## config.mk

```make
export PLATFORM = sky130hd
export DESIGN_NAME = i2c_eeprom_byte_master_unit
export DESIGN_NICKNAME = d
export VERILOG_FILES = /design/src/i2cee_pkg.sv /design/src/i2c_eeprom_byte_master_unit.sv
export SDC_FILE = /design/constraint.sdc
export NUM_CORES = 1
export LEC_CHECK = 0
export BUFFER_PORTS_ARGS = -buffer_cell sky130_fd_sc_hd__buf_2
export CAP_MARGIN = 20
export CORE_UTILIZATION = 30
export DETAILED_ROUTE_END_ITERATION = 8
export GPL_ROUTABILITY_DRIVEN = 0
export GPL_TIMING_DRIVEN = 1
export SETUP_SLACK_MARGIN = 0.15
export SLEW_MARGIN = 20
export SYNTH_ARGS = -nofsm -noshare
export SYNTH_HDL_FRONTEND = slang
export SYNTH_SLANG_ARGS = --single-unit
```

## constraint.sdc

```tcl
create_clock -name clock -period 2.46 [get_ports clock]
set_clock_uncertainty 0.05 [all_clocks]
set_input_delay 0.492 -clock clock [delete_from_list [all_inputs] [get_ports clock]]
set_output_delay 0.492 -clock clock [all_outputs]
set_load 0.1 [all_outputs]
```

## src/i2cee_pkg.sv

```systemverilog
// Shared types and constants for the I2C EEPROM byte master.
`default_nettype none
package i2cee_pkg;

   localparam int STEP_W    = 3;
   localparam int BC_W      = 4;
   localparam int CSR_IDX_W = 1;
   localparam int CSR_DAT_W = 8;

   // bus segment of a transaction; START1 with step zero is idle
   typedef enum logic [2:0] {
      SEG_START1 = 3'd0,
      SEG_DEVW   = 3'd1,
      SEG_ADDR   = 3'd2,
      SEG_DATA   = 3'd3,
      SEG_START2 = 3'd4,
      SEG_DEVR   = 3'd5,
      SEG_READ   = 3'd6,
      SEG_STOP   = 3'd7
   } seg_type;

   typedef logic [STEP_W-1:0] step_type;

   localparam step_type STEP_0 = 3'd0;
   localparam step_type STEP_1 = 3'd1;
   localparam step_type STEP_2 = 3'd2;
   localparam step_type STEP_3 = 3'd3;
   localparam step_type STEP_4 = 3'd4;
   localparam step_type STEP_5 = 3'd5;

   localparam logic [BC_W-1:0] BIT_COUNT_FULL = 4'd8;

   localparam logic [6:0] DEV_ADDR_RESET    = 7'd80;
   localparam logic [7:0] ACK_TIMEOUT_RESET = 8'd200;

   localparam logic [CSR_IDX_W-1:0] CSR_DEVICE_ADDRESS = 1'b0;
   localparam logic [CSR_IDX_W-1:0] CSR_ACK_TIMEOUT    = 1'b1;

   typedef struct packed {
      logic       scl_level;
      logic       sda_release;
      logic       busy_res;
      logic       done_res;
      logic [7:0] read_byte;
      logic       nack_error;
   } rsp_type;

endpackage
`default_nettype wire

```

## src/i2c_eeprom_byte_master_unit.sv

```systemverilog
// Top level: tick-driven I2C master for random byte read/write of a 256-byte EEPROM.
`default_nettype none
//
//  channel | direction | handshake          | payload
//  --------+-----------+--------------------+------------------------------------------
//  req_    | in        | req_valid/req_stall| start_request, opcode, mem_address,
//          |           |                    | write_byte, sda_sample (one bus tick)
//  rsp_    | out       | rsp_valid/rsp_stall| scl_level, sda_release, busy_res,
//          |           |                    | done_res, read_byte, nack_error
//  csr_    | in        | csr_valid/csr_ready| csr_index (0 device address, 1 timeout),
//          |           |                    | csr_wdata
//
//  Each accepted request advances the bus sequencer by at most one step and
//  yields one registered response; one request per clock while req_stall is low.
//  The response path is a two-entry buffer (output register plus skid entry),
//  so req_stall rises only when both entries hold undelivered responses.
//  Synchronous active-high reset: idle, both bus lines released, registers
//  at their defaults (device address 80, acknowledge timeout 200).
//  csr_ready is always high; writes take effect on the next clock.
//
module i2c_eeprom_byte_master_unit
   import i2cee_pkg::*;
(
   input  wire                  clock,
   input  wire                  reset,

   input  wire                  req_valid,
   output logic                 req_stall,
   input  wire                  req_start_request,
   input  wire                  req_opcode,
   input  wire [7:0]            req_mem_address,
   input  wire [7:0]            req_write_byte,
   input  wire                  req_sda_sample,

   output logic                 rsp_valid,
   input  wire                  rsp_stall,
   output logic                 rsp_scl_level,
   output logic                 rsp_sda_release,
   output logic                 rsp_busy_res,
   output logic                 rsp_done_res,
   output logic [7:0]           rsp_read_byte,
   output logic                 rsp_nack_error,

   input  wire                  csr_valid,
   output logic                 csr_ready,
   input  wire [CSR_IDX_W-1:0]  csr_index,
   input  wire [CSR_DAT_W-1:0]  csr_wdata
);

   // configuration registers
   logic [6:0] dev_addr_ff;
   logic [7:0] ack_timeout_ff;

   // sequencer state
   seg_type        seg_ff,      seg_in;
   step_type       step_ff,     step_in;
   logic [BC_W-1:0] bit_count_ff, bit_count_in;
   logic [7:0]     shift_ff,    shift_in;
   logic [7:0]     wait_ff,     wait_in;
   logic           lat_op_ff,   lat_op_in;
   logic [7:0]     lat_addr_ff, lat_addr_in;
   logic [7:0]     lat_data_ff, lat_data_in;
   logic [7:0]     recv_ff,     recv_in;
   logic           err_ff,      err_in;
   logic           scl_ff,      scl_in;
   logic           sda_ff,      sda_in;
   logic           done_in;

   // response buffer
   rsp_type rsp_new;
   rsp_type rsp_ff;
   rsp_type skid_ff;
   logic    rsp_valid_ff;
   logic    skid_valid_ff;

   logic    req_accept;
   logic    rsp_fire;

   logic [BC_W-1:0]   bc_inc;
   step_type          start_step;
   logic              is_idle;

   assign csr_ready  = 1'b1;
   assign req_stall  = skid_valid_ff;
   assign req_accept = req_valid && !skid_valid_ff;
   assign rsp_fire   = rsp_valid_ff && !rsp_stall;

   assign bc_inc     = bit_count_ff + 4'd1;
   // START1 step zero is idle, so its bus steps sit one code higher than START2's
   assign start_step = (seg_ff == SEG_START1) ? step_type'(step_ff - STEP_1) : step_ff;
   assign is_idle    = (seg_ff == SEG_START1) && (step_ff == STEP_0);

   // ---------------------------------------------------------------------
   // next state: one bus step per accepted request
   // ---------------------------------------------------------------------
   always_comb begin
      seg_in       = seg_ff;
      step_in      = step_ff;
      bit_count_in = bit_count_ff;
      shift_in     = shift_ff;
      wait_in      = wait_ff;
      lat_op_in    = lat_op_ff;
      lat_addr_in  = lat_addr_ff;
      lat_data_in  = lat_data_ff;
      recv_in      = recv_ff;
      err_in       = err_ff;
      scl_in       = scl_ff;
      sda_in       = sda_ff;
      done_in      = 1'b0;

      case (seg_ff)
         SEG_START1, SEG_START2: begin
            if (is_idle) begin
               if (req_start_request) begin
                  lat_op_in   = req_opcode;
                  lat_addr_in = req_mem_address;
                  lat_data_in = req_write_byte;
                  err_in      = 1'b0;
                  step_in     = STEP_1;
               end
            end else begin
               case (start_step)
                  STEP_0: begin
                     sda_in  = 1'b1;
                     step_in = step_type'(step_ff + STEP_1);
                  end
                  STEP_1: begin
                     scl_in  = 1'b1;
                     step_in = step_type'(step_ff + STEP_1);
                  end
                  STEP_2: begin
                     sda_in  = 1'b0;
                     step_in = step_type'(step_ff + STEP_1);
                  end
                  STEP_3: begin
                     // START done: load the device byte, R/W bit from the segment
                     scl_in       = 1'b0;
                     step_in      = STEP_0;
                     bit_count_in = '0;
                     if (seg_ff == SEG_START1) begin
                        seg_in   = SEG_DEVW;
                        shift_in = {dev_addr_ff, 1'b0};
                     end else begin
                        seg_in   = SEG_DEVR;
                        shift_in = {dev_addr_ff, 1'b1};
                     end
                  end
                  default: begin
                     seg_in  = SEG_START1;
                     step_in = STEP_0;
                     scl_in  = 1'b1;
                     sda_in  = 1'b1;
                  end
               endcase
            end
         end

         SEG_DEVW, SEG_ADDR, SEG_DATA, SEG_DEVR: begin
            case (step_ff)
               STEP_0: begin
                  sda_in  = shift_ff[7];
                  step_in = STEP_1;
               end
               STEP_1: begin
                  scl_in  = 1'b1;
                  step_in = STEP_2;
               end
               STEP_2: begin
                  scl_in       = 1'b0;
                  shift_in     = {shift_ff[6:0], 1'b0};
                  bit_count_in = bc_inc;
                  step_in      = (bc_inc >= BIT_COUNT_FULL) ? STEP_3 : STEP_0;
               end
               STEP_3: begin
                  sda_in  = 1'b1;
                  step_in = STEP_4;
               end
               STEP_4: begin
                  scl_in  = 1'b1;
                  wait_in = '0;
                  step_in = STEP_5;
               end
               STEP_5: begin
                  // acknowledge window: slave low, or timeout gives a sticky error
                  if (!req_sda_sample || (wait_ff >= ack_timeout_ff)) begin
                     if (req_sda_sample) begin
                        err_in = 1'b1;
                     end
                     scl_in  = 1'b0;
                     step_in = STEP_0;
                     case (seg_ff)
                        SEG_DEVW: begin
                           seg_in       = SEG_ADDR;
                           shift_in     = lat_addr_ff;
                           bit_count_in = '0;
                        end
                        SEG_ADDR: begin
                           if (lat_op_ff) begin
                              seg_in = SEG_START2;
                           end else begin
                              seg_in       = SEG_DATA;
                              shift_in     = lat_data_ff;
                              bit_count_in = '0;
                           end
                        end
                        SEG_DATA: begin
                           seg_in = SEG_STOP;
                        end
                        default: begin
                           seg_in       = SEG_READ;
                           shift_in     = '0;
                           bit_count_in = '0;
                        end
                     endcase
                  end else begin
                     wait_in = wait_ff + 8'd1;
                  end
               end
               default: begin
                  seg_in  = SEG_START1;
                  step_in = STEP_0;
                  scl_in  = 1'b1;
                  sda_in  = 1'b1;
               end
            endcase
         end

         SEG_READ: begin
            case (step_ff)
               STEP_0: begin
                  sda_in  = 1'b1;
                  step_in = STEP_1;
               end
               STEP_1: begin
                  scl_in  = 1'b1;
                  step_in = STEP_2;
               end
               STEP_2: begin
                  shift_in = {shift_ff[6:0], req_sda_sample};
                  step_in  = STEP_3;
               end
               STEP_3: begin
                  scl_in       = 1'b0;
                  bit_count_in = bc_inc;
                  if (bc_inc >= BIT_COUNT_FULL) begin
                     recv_in = shift_ff;
                     step_in = STEP_4;
                  end else begin
                     step_in = STEP_1;
                  end
               end
               STEP_4: begin
                  // acknowledge clock with the line released: master NACK
                  sda_in  = 1'b1;
                  scl_in  = 1'b1;
                  step_in = STEP_5;
               end
               STEP_5: begin
                  scl_in  = 1'b0;
                  seg_in  = SEG_STOP;
                  step_in = STEP_0;
               end
               default: begin
                  seg_in  = SEG_START1;
                  step_in = STEP_0;
                  scl_in  = 1'b1;
                  sda_in  = 1'b1;
               end
            endcase
         end

         SEG_STOP: begin
            case (step_ff)
               STEP_0: begin
                  sda_in  = 1'b0;
                  step_in = STEP_1;
               end
               STEP_1: begin
                  scl_in  = 1'b1;
                  step_in = STEP_2;
               end
               STEP_2: begin
                  sda_in  = 1'b1;
                  done_in = 1'b1;
                  seg_in  = SEG_START1;
                  step_in = STEP_0;
               end
               default: begin
                  seg_in  = SEG_START1;
                  step_in = STEP_0;
                  scl_in  = 1'b1;
                  sda_in  = 1'b1;
               end
            endcase
         end

         default: begin
            seg_in  = SEG_START1;
            step_in = STEP_0;
            scl_in  = 1'b1;
            sda_in  = 1'b1;
         end
      endcase
   end

   // ---------------------------------------------------------------------
   // outputs: response built from the post-step state
   // ---------------------------------------------------------------------
   always_comb begin
      rsp_new.scl_level   = scl_in;
      rsp_new.sda_release = sda_in;
      rsp_new.busy_res    = !((seg_in == SEG_START1) && (step_in == STEP_0));
      rsp_new.done_res    = done_in;
      rsp_new.read_byte   = recv_in;
      rsp_new.nack_error  = err_in;
   end

   // configuration registers
   always_ff @(posedge clock) begin
      if (reset) begin
         dev_addr_ff    <= DEV_ADDR_RESET;
         ack_timeout_ff <= ACK_TIMEOUT_RESET;
      end else if (csr_valid && csr_ready) begin
         case (csr_index)
            CSR_DEVICE_ADDRESS: dev_addr_ff    <= csr_wdata[6:0];
            CSR_ACK_TIMEOUT:    ack_timeout_ff <= csr_wdata[7:0];
            default: ;
         endcase
      end
   end

   // sequencer registers, advanced only by an accepted request
   always_ff @(posedge clock) begin
      if (reset) begin
         seg_ff       <= SEG_START1;
         step_ff      <= STEP_0;
         bit_count_ff <= '0;
         shift_ff     <= '0;
         wait_ff      <= '0;
         lat_op_ff    <= 1'b0;
         lat_addr_ff  <= '0;
         lat_data_ff  <= '0;
         recv_ff      <= '0;
         err_ff       <= 1'b0;
         scl_ff       <= 1'b1;
         sda_ff       <= 1'b1;
      end else if (req_accept) begin
         seg_ff       <= seg_in;
         step_ff      <= step_in;
         bit_count_ff <= bit_count_in;
         shift_ff     <= shift_in;
         wait_ff      <= wait_in;
         lat_op_ff    <= lat_op_in;
         lat_addr_ff  <= lat_addr_in;
         lat_data_ff  <= lat_data_in;
         recv_ff      <= recv_in;
         err_ff       <= err_in;
         scl_ff       <= scl_in;
         sda_ff       <= sda_in;
      end
   end

   // response buffer: output register plus one skid entry
   always_ff @(posedge clock) begin
      if (reset) begin
         rsp_valid_ff  <= 1'b0;
         skid_valid_ff <= 1'b0;
      end else if (skid_valid_ff) begin
         if (rsp_fire) begin
            skid_valid_ff <= 1'b0;
         end
      end else if (req_accept) begin
         if (!rsp_valid_ff || rsp_fire) begin
            rsp_valid_ff <= 1'b1;
         end else begin
            skid_valid_ff <= 1'b1;
         end
      end else if (rsp_fire) begin
         rsp_valid_ff <= 1'b0;
      end
   end

   always_ff @(posedge clock) begin
      if (skid_valid_ff) begin
         if (rsp_fire) begin
            rsp_ff <= skid_ff;
         end
      end else if (req_accept) begin
         if (!rsp_valid_ff || rsp_fire) begin
            rsp_ff <= rsp_new;
         end else begin
            skid_ff <= rsp_new;
         end
      end
   end

   assign rsp_valid       = rsp_valid_ff;
   assign rsp_scl_level   = rsp_ff.scl_level;
   assign rsp_sda_release = rsp_ff.sda_release;
   assign rsp_busy_res    = rsp_ff.busy_res;
   assign rsp_done_res    = rsp_ff.done_res;
   assign rsp_read_byte   = rsp_ff.read_byte;
   assign rsp_nack_error  = rsp_ff.nack_error;

   // ---------------------------------------------------------------------
   // assertions
   // ---------------------------------------------------------------------
   a_skid_needs_out: assert property (@(posedge clock) disable iff (reset)
      skid_valid_ff |-> rsp_valid_ff)
      else $error("skid entry holds a response while output register is empty");

   a_accept_gives_rsp: assert property (@(posedge clock) disable iff (reset)
      req_accept |=> rsp_valid_ff)
      else $error("accepted request produced no response");

   a_idle_released: assert property (@(posedge clock) disable iff (reset)
      is_idle |-> (scl_ff && sda_ff))
      else $error("bus lines not released while idle");

   a_bit_count_range: assert property (@(posedge clock) disable iff (reset)
      bit_count_ff <= BIT_COUNT_FULL)
      else $error("bit counter ran past one byte");

   a_done_not_busy: assert property (@(posedge clock) disable iff (reset)
      (rsp_valid_ff && rsp_ff.done_res) |-> !rsp_ff.busy_res)
      else $error("STOP completion reported while still busy");

endmodule
`default_nettype wire
```

# --- Word-level counts from Yosys, hierarchy flattened ---
# Cells that the tools add are included.
totals:
  ff_bits: 97
  inputBits: 33
  out_inout_bits: 16
  elab_cells: 180
classes:
  add_sub_neg: 4
  magnitude_cmp: 2
  n_eq_ne: 26
  muxes: 75
  bitwise: 3
  reduce_logical: 42
op_table:
  columns: ["operator", "count"]
  rows:
  - ["8-bit two-way mux", 9]
  - ["13-bit two-way mux", 4]
  - ["8-bit case mux with 3 select lines", 2]
  - ["3-bit two-way mux", 11]
  - ["8-bit case mux with 2 select lines", 2]
  - ["3-bit case mux with 4 select lines", 2]
  - ["1-bit two-way mux", 20]
  - ["4-bit two-way mux", 5]
  - ["3-bit by 2-bit equality test with 1-bit output, second input constant", 6]
  - ["3-bit equality test, second input constant", 6]
  - ["3-bit case mux with 2 select lines", 3]
  - ["3-bit case mux with 6 select lines", 1]
  - ["9-bit AND reduction", 2]
  - ["4-bit case mux with 2 select lines", 2]
  - ["3-bit zero test", 5]
  - ["3-bit case mux with 5 select lines", 1]
  - ["2-bit OR reduction", 7]
  - ["1-bit case mux with 2 select lines", 6]
  - ["4-bit case mux with 3 select lines", 1]
  - ["4-bit OR reduction", 3]
  - ["3-bit by 1-bit equality test with 1-bit output, second input constant", 3]
  - ["3-bit inequality test, second input constant", 3]
  - ["3-bit case mux with 3 select lines", 1]
  - ["3-bit AND reduction", 3]
  - ["23 further kinds", 44]

# --- Depth between registers and ports, before layout ---
# Gate-level depths: netlist of run 1.
depth:
  word_depth: 13
  mapped_depth: 11
  ltp_nobuf: 9

# --- Worst setup path after synthesis of run 1 ---
# No wires, ideal clock.
synth_timing:
  kind: "reg2reg"
  startpoint: "reg skid_valid_ff, in the netlist req_stall"
  endpoint: "reg rsp_ff, in the netlist rsp_busy_res, enable pin"
  setup_time_ns: 0.387
  t_arrival_ns: 2.200
  required_time_ns: 2.023
  setup_slack_ns: -0.178
  stages_incl_launch_ff: 6
  path_buffers: 2
  synth_period_minus_slack_ns: 2.638
  cell_sequence: "dfxtp_1 -> nor2b_1 -> clkbuf_1 -> clkbuf_1 -> a21oi_1 -> a21oi_1"
synth_between:
  elab_chain_cells: 4
  elab_cells_between_ends: 6
  cone_classes: "1 x eq/ne; 5 x reduce/logical"
synth_lines:
  columns: ["element", "line_no", "rtl"]
  rows:
  - ["start, declared", "i2c_eeprom_byte_master_unit.sv:74", "logic skid_valid_ff;"]
  - ["start signal, assigned", "i2c_eeprom_byte_master_unit.sv:367", "skid_valid_ff <= 1'b0;"]
  - ["start signal, assigned", "i2c_eeprom_byte_master_unit.sv:370", "skid_valid_ff <= 1'b0;"]
  - ["start signal, assigned", "i2c_eeprom_byte_master_unit.sv:376", "skid_valid_ff <= 1'b1;"]
  - ["1-bit zero test", "i2c_eeprom_byte_master_unit.sv:85", "assign req_accept = req_valid && !skid_valid_ff;"]
  - ["1-bit logical AND", "i2c_eeprom_byte_master_unit.sv:85", null]
  - ["2-bit nonzero test (no source line)", null, null]
  - ["3-bit AND reduction (no source line) (*)", null, null]
  - ["end signal, assigned", "i2c_eeprom_byte_master_unit.sv:386", "rsp_ff <= skid_ff;"]
  - ["end signal, assigned", "i2c_eeprom_byte_master_unit.sv:390", "rsp_ff <= rsp_new;"]
  - ["end, declared", "i2c_eeprom_byte_master_unit.sv:71", "rsp_type rsp_ff;"]
# Every way passes the cells marked *; elsewhere a longest branch is shown, timed or not.
# A chain may end at the register's enable or synchronous reset.

# --- Final worst setup path of run 1 ---
layout_timing:
  startpoint: "reg ack_timeout_ff[1]"
  endpoint: "reg rsp_ff, in the netlist rsp_busy_res, data pin"
layout_between:
  elab_chain_cells: 11
  elab_cells_between_ends: 15
  cone_classes: "1 x order compare; 9 x mux; 5 x reduce/logical"
layout_lines:
  columns: ["element", "line_no", "rtl"]
  rows:
  - ["start, declared", "i2c_eeprom_byte_master_unit.sv:52", "logic [7:0] ack_timeout_ff;"]
  - ["start signal, assigned", "i2c_eeprom_byte_master_unit.sv:326", "CSR_ACK_TIMEOUT: ack_timeout_ff <= csr_wdata[7:0];"]
  - ["8-bit >= comparator (*)", "i2c_eeprom_byte_master_unit.sv:185", "if (!req_sda_sample || (wait_ff >= ack_timeout_ff)) begin"]
  - ["1-bit logical OR (*)", "i2c_eeprom_byte_master_unit.sv:185", null]
  - ["3-bit two-way mux", "i2c_eeprom_byte_master_unit.sv:185", null]
  - ["3-bit case mux with 6 select lines or 3-bit case mux with 2 select lines (tied branches)", "i2c_eeprom_byte_master_unit.sv:159", "case (step_ff)"]
  - ["3-bit case mux with 4 select lines", "i2c_eeprom_byte_master_unit.sv:111", "case (seg_ff)"]
  - ["3-bit zero test", "i2c_eeprom_byte_master_unit.sv:312", "rsp_new.busy_res = !((seg_in == SEG_START1) && (step_in == STEP_0));"]
  - ["1-bit logical AND (*)", "i2c_eeprom_byte_master_unit.sv:312", null]
  - ["1-bit zero test (*)", "i2c_eeprom_byte_master_unit.sv:312", null]
  - ["13-bit two-way mux (*)", "i2c_eeprom_byte_master_unit.sv:389", "if (!rsp_valid_ff || rsp_fire) begin"]
  - ["13-bit two-way mux (*)", "i2c_eeprom_byte_master_unit.sv:388", "end else if (req_accept) begin"]
  - ["13-bit two-way mux (*)", "i2c_eeprom_byte_master_unit.sv:384", "if (skid_valid_ff) begin"]
# Every way passes the cells marked *; elsewhere a longest branch is shown, timed or not. The select of a mux whose other input is x is not followed.

==> run summary, run 1 <==
outcome - completed
DR WL/cell - 15.3 um
leakage power - 2.63 nW
worst setup margin - 34.9 ps
largest family of logic cells by synthesized area - simple AND/OR/NAND/NOR gates
worst min path class - in2reg
Compound-Gate Fraction of Synth Area - 19.6%
post-synthesis net count - 639
CTS buffer count - 9
most frequent cells after synthesis - nand2_1, dfxtp_1, nor2_1, a21oi_1, edfxtp_1
clock root cell - clkbuf_16
I/O Pins - 49
critical path type - reg2reg
Yosys cell types - 73
PD cells - 658 nW/um2
DR WL met2 - 6690 um
Clock Path Buffers - 2
Die Width - 133 um
number of synthesized flops with an enable pin - 26
Worst slew margin - 56.0%
unrepaired setup endpoints after global routing - true
Initial DRC Count - 244
fraction of layout cells with a size suffix above 1 - 33.1%
wl on met1 - 6480 um
Die Height - 133 um
number of global-route vias before repair - 4,403
Max Cap Viol - 0
CP required - 2480 ps
design area - 6790 um2
crit path buf inv count - 2
crit path time final - 2430 ps
slowest cell delay on critical path - 330 ps
critical path peak fanout - 5
clock latency at the later pin of the worst-skew pair - 340 ps
IO Port Bufs - 47
Mapped Cells - 590
count leader, synth - nand2_1
largest net degree at the start of global routing - 38
largest area contributor in the netlist - dfxtp_1
Final Cycle Share - 98.6%
H-tree Lvls - 3
die area - 17,800 um2
Total Wirelength - 14,000 um
Setup violations, final - 0
YS warnings - 0
CTS Hold Bufs - 0
Overflow after GRT - 0
CTS tree - yes
xor and xnor area share after synthesis - 1.88%
number of remaining DRC errors - 0
multiplexer share of the synthesized area - 5.67%
syn avg cell area - 8.79 um2
Net count, final - 739
antenna violations before repair - 0
post-detail-place hpwl - 10,100 um
Final ANT Viol Nets - 0
critical-path cell list - inv_2 > ha_4 > nor2b_1 > o211a_1 > o311ai_4 > buf_4 > a221oi_4 > o21ai_2 > a311oi_2 > a41oi_2
maximum VDD drop - 324 uV
FF+latch count, synth - 97
top sig layer - met4
Row Count - 47
Synth Area in Simple Gates - 22.0%
antenna fix cells - 0
Worst setup EP type - register
post-synth top area share - 27.4%
Place WS - -61.9 ps
adder-cell share of the synthesized area - 4.05%
core box area - 16,800 um2
Vias per Instance - 5.08
dominant synthesized flop cell - dfxtp_1
Worst setup SP type - register
Max Fclk - 412 MHz
CTS sink count - 97
Least-Margin Pin Slew - 657 ps
Area growth syn-to-layout - 30.9%
Routed met3 length - 585 um
DR pass1 iterations - 5
Seq/Total Area, Yosys - 42.5%
Largest delay share family, worst path - compound AO/OA/AOI/OAI gates
Syn Std Cell Area - 5190 um2
Final Hold Fails - 0
CP max stage cell - dfxtp_2
Slew Limit Fails - 0
asr flop ratio synth - 0%
clock slew at reported path FFs - 70 ps
critical path data arrival time - 2440 ps
Placed Area - 6120 um2
global-route usage over all layers - 16.2%
via count - 4,646
Initial Util - 31.0%
Area contributors post-synth - dfxtp_1, edfxtp_1, nand2_1
first-pass GRT wire length - 22,800 um
-- final cells by class --
cell class                 instances  area, um2
clock buffer                      13        272
clock inverter                     3       22.5
fill                            1700       9970
inverter                          20       77.6
multi-input combinational        441       3080
sequential                        97       2220
tap                              220        275
timing repair buffer             121        843
-- layout by cell type, fill, tap and decap left out, types with 3 or more instances in the layout --
cell,count
a221o_1,7
a21oi_1,48
o31ai_1,4
nor4_1,3
nor2b_1,7
mux2i_1,7
dfxtp_2,5
ha_4,6
nand2_2,3
nor4_2,4
nand2_1,94
dfxtp_1,64
inv_1,16
a31oi_1,4
a21oi_2,4
o31a_1,3
and2_1,4
buf_4,67
mux2_2,18
buf_6,4
buf_12,3
clkbuf_16,10
o21ai_2,3
a211oi_1,3
ha_1,9
o21ai_1,5
xnor2_1,7
nor2_1,67
a22oi_1,10
o21ai_0,10
buf_2,47
edfxtp_1,26
nand3_1,11
nor3_1,19
nand2b_1,3
inv_2,3
o211ai_1,6
-- power by group --
part	internal (W)	total (W)	switching [W]
registers	0.00174	0.00180	0.0000595
clock network	0.000781	0.00139	0.000613
logic	0.000497	0.00127	0.000773
-- cells by family (layout without fill, tap and decap cells) --
group,Yosys count,after routing
AOI/OAI and AO/OA,144,144
xor gates and xnor gates,9,9
muxes,27,27
DFF,97,97
buffers and inverters,52,157
and+or+nand+nor,243,243
other,1,1
adders and majority gates,17,17
-- per-stage QoR --
step	util [%]	power (W)	std cells	TNS (ps)	hold WS [ps]
6_report	40.5	0.00447	915	0	325
5_1_grt	40.5	0.00468	915	-121	322
4_1_cts	39.1	0.00441	909	0	319
3_5_place_dp	36.5	0.00298	888	-404	398
3_3_place_gp	36.5	0.00297	888	-21.1	392
2_1_floorplan	-	0.00262	590	0	386
-- sequential cells by signal, summed over array words and instances, names as in the netlist, 3 cells and up --
name / flops
ack_timeout_ff: 8
bit_count_ff: 4
dev_addr_ff: 7
lat_addr_ff: 8
lat_data_ff: 8
recv_ff: 8
rsp_read_byte: 8
seg_ff: 3
shift_ff: 8
skid_ff: 13
step_ff: 3
wait_ff: 8
-- worst paths after layout --
check               startpoint        endpoint  slack (ps)  cells past startpoint
max          ack_timeout_ff[1]    rsp_busy_res          30                     10
min               csr_wdata[4]  dev_addr_ff[4]         320                      3
min reg2reg     lat_addr_ff[1]  lat_addr_ff[1]         410                      2
max reg2reg  ack_timeout_ff[1]    rsp_busy_res          30                     10
-- routing by layer --
layer  global-route usage (%)  up-vias
li1                         -     2316
met1                     22.3     2187
met4                     5.81        0
met5                        0        -
met2                     25.7      120
met3                     2.40       23
-- what timing repair did --
item | in CTS | in global routing
setup buffers | 5 | 6
pin swaps | 18 | 22
endpoints found under the setup margin | 29 | 39
gates resized for setup | 25 | 39
-- worst reg2reg max path, stage by stage, from the launching register on --
cell      delay (ps)
dfxtp_2          330
inv_2             40
ha_4             260
nor2b_1          120
o211a_1          220
o311ai_4         120
buf_4            190
a221oi_4         230
o21ai_2          120
a311oi_2         300
a41oi_2          180
No activity file was read; power rests on OpenSTA's default activity.
==> inputs of run 2 (changes only) <==
--- a/config.mk
+++ b/config.mk
@@ -8,6 +8,7 @@
 export BUFFER_PORTS_ARGS = -buffer_cell sky130_fd_sc_hd__buf_2
 export CAP_MARGIN = 20
 export CORE_UTILIZATION = 30
+export CTS_BUF_LIST = sky130_fd_sc_hd__clkbuf_16
 export DETAILED_ROUTE_END_ITERATION = 8
 export GPL_ROUTABILITY_DRIVEN = 0
 export GPL_TIMING_DRIVEN = 1
==> run summary, run 2 (synthesized netlist as in run 1, its figures left out) <==
outcome - completed
Area growth syn-to-layout - 30.7%
worst setup margin - 32.9 ps (-2.00 ps)
Setup violations, final - 0 (unchanged)
Max Cap Viol - 0 (unchanged)
WHS Path Cells - 3 (unchanged)
Placed Area - 6120 um2 (unchanged)
PD cells - 653 nW/um2 (-0.62%)
total chip power - 0.00443 W (-0.77%)
highest-count cells in the layout ignoring fill and taps - nand2_1, nor2_1, buf_4
CTS sink count - 97 (unchanged)
Least-Margin Pin Slew - 677 ps (+19.7 ps)
M1 GR Usage - 22.3% (unchanged)
register name with the most flops - skid_ff
Net count, final - 739 (unchanged)
CTS Hold Bufs - 0 (unchanged)
Total Wirelength - 14,100 um (about the same)
core box area - 16,800 um2 (unchanged)
Initial DRC Count - 237 (-2.9%)
Final Hold Fails - 0 (unchanged)
clock latency at the later pin of the worst-skew pair - 340 ps (about the same)
Slew Limit Fails - 0 (unchanged)
commonest non-fill, non-tap cell in the layout - nand2_1
worst min path class - in2reg
design area - 6780 um2 (-0.15%)
I/O Pins - 49 (unchanged)
via count - 4,638 (-0.17%)
DR pass1 iterations - 5 (unchanged)
clock slew at reported path FFs - 70 ps (about the same)
global-route usage over all layers - 16.2% (about the same)
leakage power - 2.63 nW (+0.10%)
Worst setup SP type - register
Worst slew margin - 54.7% (-1.3 points)
Initial Util - 31.0% (unchanged)
Vias per Instance - 5.07 (-0.17%)
Worst R2R Start - ack_timeout_ff[1]
Max Fclk - 412 MHz (about the same)
Place WS - -61.9 ps (unchanged)
Clock Path Buffers - 2 (unchanged)
hold path endpoint - dev_addr_ff[4]
CTS tree - yes
Worst setup EP type - register
number of global-route vias before repair - 4,406 (+0.068%)
Filler cells - 1,699 (-0.059%)
met2 Usage GRT - 25.7% (+0.029 points)
Hold Crit Start - csr_wdata[4]
largest net degree at the start of global routing - 38 (unchanged)
Top Usage Layer GRT - met2
R2R setup slack - 30 ps (about the same)
die area - 17,800 um2 (unchanged)
clock root cell - clkbuf_16
CTS buffer count - 9 (unchanged)
post-detail-place hpwl - 10,100 um (unchanged)
Fin Setup TNS - 0 ps (unchanged)
Worst Reg-to-Reg Cells - 10 (unchanged)
H-tree Lvls - 3 (unchanged)
unrepaired setup endpoints after global routing - true
Final ANT Viol Nets - 0 (unchanged)
number of remaining DRC errors - 0 (unchanged)
R2R Path End - rsp_busy_res
CP required - 2480 ps (about the same)
first-pass GRT wire length - 22,800 um (about the same)
maximum VDD drop - 325 uV (+0.23%)
DR WL/cell - 15.4 um (about the same)
grt met3 use - 2.40% (unchanged)
critical path type - reg2reg
Final Cycle Share - 98.7% (about the same)
fraction of layout cells with a size suffix above 1 - 32.9% (-0.14 points)
IO Port Bufs - 47 (unchanged)
antenna violations before repair - 0 (unchanged)
Overflow after GRT - 0 (unchanged)
max reg flops - 13 (unchanged)
Die Width - 133 um (unchanged)
crit path time final - 2430 ps (+2.00 ps)
critical path peak fanout - 5 (unchanged)
Row Count - 47 (unchanged)
critical path data arrival time - 2450 ps (about the same)
Die Height - 133 um (unchanged)
antenna fix cells - 0 (unchanged)
-- run 2: cell types whose count changed in the layout (fill, tap and decap cells not counted) --
cell,previous run,this run
inv_1,16,18
clkinv_1,0,1
clkbuf_1,2,0
clkbuf_8,1,0
-- run 2: report_power, final --
part	internal, W	switching (W)
combinational	0.000497	0.000776
clock	0.000741	0.000615
sequential	0.00174	0.0000596
total	0.00298	0.00145
-- run 2: layer usage --
layer	wire, um	vias to the layer above	share of wire (%)
met2	6670	127	47
met3	612	21	4.4
met5	0	-	0
li1	-	2313	-
met1	6510	2177	46
met4	258	0	1.8
-- run 2: how the worst max path moves through the flow --
stage,cells past startpoint,endpoint,startpoint
global route,10,rsp_busy_res,ack_timeout_ff[7]
detailed placement,8,bit_count_ff[3],seg_ff[1]
floorplan,9,rsp_busy_res,ack_timeout_ff[1]
CTS,10,rsp_busy_res,step_ff[0]
finish,10,rsp_busy_res,ack_timeout_ff[1]
global placement,10,rsp_scl_level,ack_timeout_ff[2]
-- run 2: worst max-delay path, stage by stage (launching register included) --
cell and delay [ps]:
dfxtp_2 330, inv_2 40, ha_4 260, nor2b_1 120
o211a_1 220, o311ai_4 120, buf_4 190, a221oi_4 230
o21ai_2 120, a311oi_2 300, a41oi_2 180
-- run 2: cell type report --
type	instances	area [um2]	share of cell area, %
clock buffers	10	250	3.69
clock inverters	6	33.8	0.498
inverters	20	77.6	1.14
multi-input cells	441	3080	45.5
flip-flops and latches	97	2220	32.7
well taps	220	275	4.06
repair buffers	121	843	12.4
-- run 2: timing repair --
item / in CTS / in global routing
endpoints found under the setup margin: 29 / 39
gates cloned: 0 / 0
pin swaps: 18 / 22
endpoints found under the hold margin: 0 / 0
resized for setup: 25 / 39
buffers inserted: 5 / 6
-- run 2: per-stage QoR --
stage | hold slack (ps) | instances | util (%)
after global placement | 392 | 888 | 36.5
final | 325 | 915 | 40.5
after global routing | 322 | 915 | 40.5
after CTS | 319 | 909 | 39.0
after floorplan | 386 | 590 | -
after detailed placement | 398 | 888 | 36.5
